--- src/rtl/ffha_pkg.sv ---
// Package for the first-fit heap allocator: constants, payload structs, codes.
// No dependencies.
package ffha_pkg;

    localparam int MaxSegments = 64;
    localparam int SlotW       = $clog2(MaxSegments);
    localparam int LinkW       = SlotW + 1;
    localparam int PageBytes   = 4096;
    localparam int PageShift   = $clog2(PageBytes);
    localparam int HeaderBytes = 32;
    localparam int MaxPages    = 1024;
    localparam int PagesW      = 11;
    localparam int StartW      = 22;
    localparam int LenW        = 23;
    localparam int AddrW       = 48;

    localparam logic [LinkW-1:0] NullLink = LinkW'(MaxSegments);

    localparam logic [1:0] StatusDone    = 2'd0;
    localparam logic [1:0] StatusNoSpace = 2'd1;
    localparam logic [1:0] StatusBadAddr = 2'd2;

    localparam logic ModeAlloc = 1'b0;
    localparam logic ModeFree  = 1'b1;

    localparam logic RegBase  = 1'b0;
    localparam logic RegLimit = 1'b1;
    localparam int   CfgW     = AddrW;

    // One segment table entry.
    typedef struct packed {
        logic [StartW-1:0] start;
        logic [LenW-1:0]   length;
        logic              is_free;
        logic [LinkW-1:0]  after;
        logic [LinkW-1:0]  prev;
    } seg_t;

    typedef struct packed {
        logic             mode;
        logic [LenW-1:0]  request_bytes;
        logic [AddrW-1:0] payload_address;
    } req_t;

    typedef struct packed {
        logic [AddrW-1:0]  granted_address;
        logic [1:0]        status;
        logic [PagesW-1:0] heap_pages;
    } rsp_t;

endpackage

--- src/rtl/ffha_seg_ram.sv ---
// Segment table memory: one write port, one registered read port.
// Depends on ffha_pkg.
module ffha_seg_ram (
    input  logic                        clk,
    input  logic                        we,
    input  logic [ffha_pkg::SlotW-1:0]  waddr,
    input  ffha_pkg::seg_t              wdata,
    input  logic [ffha_pkg::SlotW-1:0]  raddr,
    output ffha_pkg::seg_t              rdata
);
    import ffha_pkg::*;

    seg_t mem [MaxSegments];

    always_ff @(posedge clk)
    begin
        if (we)
        begin
            mem[waddr] <= wdata;
        end
        rdata <= mem[raddr];
    end

endmodule

--- config.mk ---
export PLATFORM = sky130hd
export DESIGN_NAME = ffha_seg_ram
export DESIGN_NICKNAME = d
export VERILOG_FILES = /design/src/rtl/ffha_pkg.sv /design/src/rtl/ffha_seg_ram.sv
export SDC_FILE = /design/constraint.sdc
export NUM_CORES = 2
export LEC_CHECK = 0
export ABC_AREA = 0
export BUFFER_PORTS_ARGS = -buffer_cell sky130_fd_sc_hd__buf_2
export CORE_UTILIZATION = 55
export DETAILED_ROUTE_END_ITERATION = 10
export PLACE_DENSITY = 0.7
export SLEW_MARGIN = 30
export SYNTH_ARGS = -nofsm -noshare
export SYNTH_HDL_FRONTEND = slang
export SYNTH_SLANG_ARGS = --single-unit
export TNS_END_PERCENT = 10
--- constraint.sdc ---
create_clock -name clk -period 14.73 [get_ports clk]
set_clock_uncertainty 0.2 [all_clocks]
set_input_delay 0.7365 -clock clk [delete_from_list [all_inputs] [get_ports clk]]
set_output_delay 0.7365 -clock clk [all_outputs]
set_load 0.02 [all_outputs]
# After elaboration in Yosys (flattened, before gate mapping)
# Memories as Yosys holds them, arrays and structs flattened. A register that Yosys moved wholly into a read port is not among the register bits.
# Cells that the tools add are included.
[word_totals]
input_bits = 74
ff_bits = 0
latchBits = 0
ramBits = 3840
n_memories = 1
mem_bits_ro = 0
[mem_list]
columns = ["name", "depth", "word_bits", "rd", "rd_ports_with_merged_regs", "write_ports", "line_no", "source"]
rows = [
  ["mem", 64, 60, 1, 1, 1, "ffha_seg_ram.sv:13", "seg_t mem [MaxSegments];"],
]
[op_classes]
n_div = 0
addsub = 0
mul = 0
n_eq_ne = 0
n_mux = 2
reduce_logical = 0
bitwise_logic = 0
n_shift = 0
n_lt_le_gt_ge = 0
[ops]
columns = ["op", "n"]
rows = [
  ["1-bit two-way mux", 2],
]

# Depth between registers and ports, before layout
[depth]
ltp_word = 2
mapped_depth = 11
ltp_nobuf = 5

# Worst setup path before layout
# OpenSTA, ideal clock, no wires.
[synth_timing]
kind = "input-to-reg"
from = "in waddr[3] in the netlist's numbering"
to = "mem mem[48][0] in the netlist's numbering (enable)"
t_arrival_ns = 5.314
required_ns = 13.979
setup_slack_ns = 8.665
stages = 4
n_path_buf = 1
setup_ns = 0.551
path_cell_list = "clkbuf_1 nor2b_1 nand4b_1 nor3_1"
[synth_lines]
columns = ["item", "line_no", "source"]
rows = [
  ["start, declared", "ffha_seg_ram.sv:6", "input logic [ffha_pkg::SlotW-1:0] waddr,"],
  ["end, declared", "ffha_seg_ram.sv:13", ""],
]
# Straight into the memory's write port.

==> results.md <==
* Sequential fraction of the synthesis area at a little under 80%
* Crit-path max FO at 79
* Least-Margin Pin Slew at between 1000 and 1500 ps
* Ys Warns at 0
* Slew margin rel. at 27.4%
* Pwr dens at 140 mW/mm^2
* Largest net degree at the start of global routing at 157
* Final Cycle Share at 30.4%
* Netlist cell types at 36
* Post-synth top cells: edfxtp_1, mux4_2, o22ai_1, nor2_1, clkbuf_1
* Dominant synthesized flop cell: edfxtp_1
* Outcome: finished, violations left
* Final setup fails at 0
* Die Area at around 0.27 mm^2
* Share of cells above drive strength 1 at 30.9%
* Failing checks: design-rule violations
* Post-route ant nets at 0
* Clock Sinks at 3900
* Setup TNS at 0 ps
* Worst Setup End Kind: flop
* Required @ worst endpoint at 15360 ps
* Fmax at 0.223 GHz
* Syn Std Cell Area at 0.147 mm^2
* Grt ovf at 0
* RSZ-0062 raised after global routing: no
* Clock tree buffer depth at 4
* EDFF count, synth at 3840
* Vias/cell at 6.93
* DRT Pass-1 Iters at 9
* CTS tree: yes
* Fin. max-slew vios at 0
* Syn-to-layout area delta at 12.8%
* Critical path's slowest cell: buf_4
* Multi-input gate area at approximately 0.029 mm^2
* # rows at about 190
* Dominant cell type by area after synthesis: edfxtp_1
* Asr flop ratio synth at 0%
* Worst skew pair latency at roughly 990 ps
* Syn Area/Cell at 24.0 um^2
* GP Congestion at 0.796
* Most frequent CP cell: buf_12
* First-pass GRT wire length at around 560 mm
* Vias at 71700
* VDD IR max at 0.140 mV
* # port buffers at roughly 130
* Leakage at around 0.051 uW
* Die X at 518 um
* Root Buffer: clkbuf_16
* Most frequent cell after synthesis: edfxtp_1
* Post-CTS setup buffer count at 0
* Cells after synthesis at 6093
* Drt wl/cell at 38.7 um
* Post-cts resize count at 0
* Number of I/O pins at 134
* DRC Markers at 16
* Initial antenna violation count at 32
* Core Box Area at ~0.27 mm^2
* Seq. cell area at 0.117 mm^2
* Overall Global Routing Usage at 30.1%
* Setup CP Type: in2reg
* Number of global-route vias before repair at 70700
* Syn Nets at 6167
* Initial Utilization at ~55%
* Slowest stage delay, CP at 770 ps
* Worst-path clk slew at 60 ps
* Worst EP arrival at slightly above 5000 ps
* Hold Buf Count CTS at 0
* Register bit total from synthesis at 3900
* Starting DRT DRC Count at 11000
* Util after Layout at 62.3%
* Filler cell count at 17100
* Hold Crit Class: in2reg
* Critical-path cell list: buf_12 -> buf_12 -> buf_16 -> buf_4 -> buf_4 -> buf_12 -> mux4_2 -> mux4_2 -> o22ai_1 -> nor2_1
* Final WL at 401 mm
* Final nets at 6566
* Chip height at approximately 520 um
* CTS Buf Count at a little under 400
* Endpoints failing hold at 0
* Synth top area cells: edfxtp_1, mux4_2, dfxtp_1
* Max Cap Viol at 0
* Minimum clock period at 4480 ps
* Crit path launch type: primary input
* Yosys top cell area share at 78.7%
* Hpwl dp at 208 mm
* Htree depth at 5
[placed cells by master, fill, tap and decap left out, drive strengths merged, types with 29 or more instances in the layout]
cell type / count
o21ai: 39
bufinv: 29
edfxtp: 3840
nor2: 177
clkinv: 125
o221ai: 59
a21oi: 74
mux2: 58
mux2i: 51
dfxtp: 60
buf: 345
clkbuf: 526
o22ai: 188
nand2: 68
mux4: 1040
[worst max-delay path: cells and delay by family]
family,cells,cell delay [ps]
buffers and inverters,6,2830
AO/OA/AOI/OAI,1,180
AND/OR/NAND/NOR,1,80
multiplexers,2,1020
[metrics by stage]
step,setup WS (ps),instance area (um^2),instances,hold slack [ps],total power (uW)
CTS,10140,165000,10300,44.5,23200
global placement,9100,152000,9614,659,13600
global route,9820,165000,10300,42.8,23700
floorplan,8660,147000,6093,558,13200
detailed placement,9120,152000,9626,678,13600
finish,10250,165000,10300,62.8,23100
[report_power, final]
| part | internal [uW] | switching, uW |
|---|---|---|
| combinational | 397 | 669 |
| sequential | 12300 | 51.2 |
| clock | 5620 | 4070 |
| total | 18300 | 4790 |
[state kept, by name, summed over array words and instances, names as in the netlist]
signal	cells
rdata	60
mem	3840
[worst paths after layout]
| path | startpoint | endpoint | slack [ps] | cells after the start |
|---|---|---|---|---|
| hold / removal | wdata[10] | mem[54][10] | 60 | 1 |
| hold reg to reg | mem[16][26] | rdata[26] | 690 | 5 |
| setup / recovery | raddr[0] | rdata[31] | 10250 | 10 |
| setup reg to reg | mem[35][58] | rdata[58] | 12310 | 4 |
[per-layer routing]
layer | vias to the layer above | wire length [um] | GRT usage, % | share of wire (%)
met5 | - | 168 | 0 | 0.042
met3 | 862 | 51800 | 7.16 | 13
met1 | 38500 | 142000 | 42.0 | 35
met4 | 26 | 15800 | 11.2 | 3.9
li1 | 27100 | - | - | -
met2 | 5194 | 191000 | 46.7 | 48
[kinds of logic after synthesis]
kind of cell           share of synthesized area (%)
AND/OR/NAND/NOR                                0.867
flip-flops                                      79.5
AO/OA/AOI/OAI                                   1.76
buffers and inverters                           1.07
multiplexers                                    16.8
[final cells by class]
type | instances | area share [%]
Antenna cell | 16 | 0.0242
Clock buffer | 526 | 6.52
Clock inverter | 173 | 1.02
Inverter | 1 | 0.00530
Multi-Input combinational cell | 1852 | 17.5
Sequential cell | 3900 | 70.5
Tap cell | 3533 | 2.68
Timing Repair Buffer | 345 | 1.71
(Power assumes the default switching activity.)
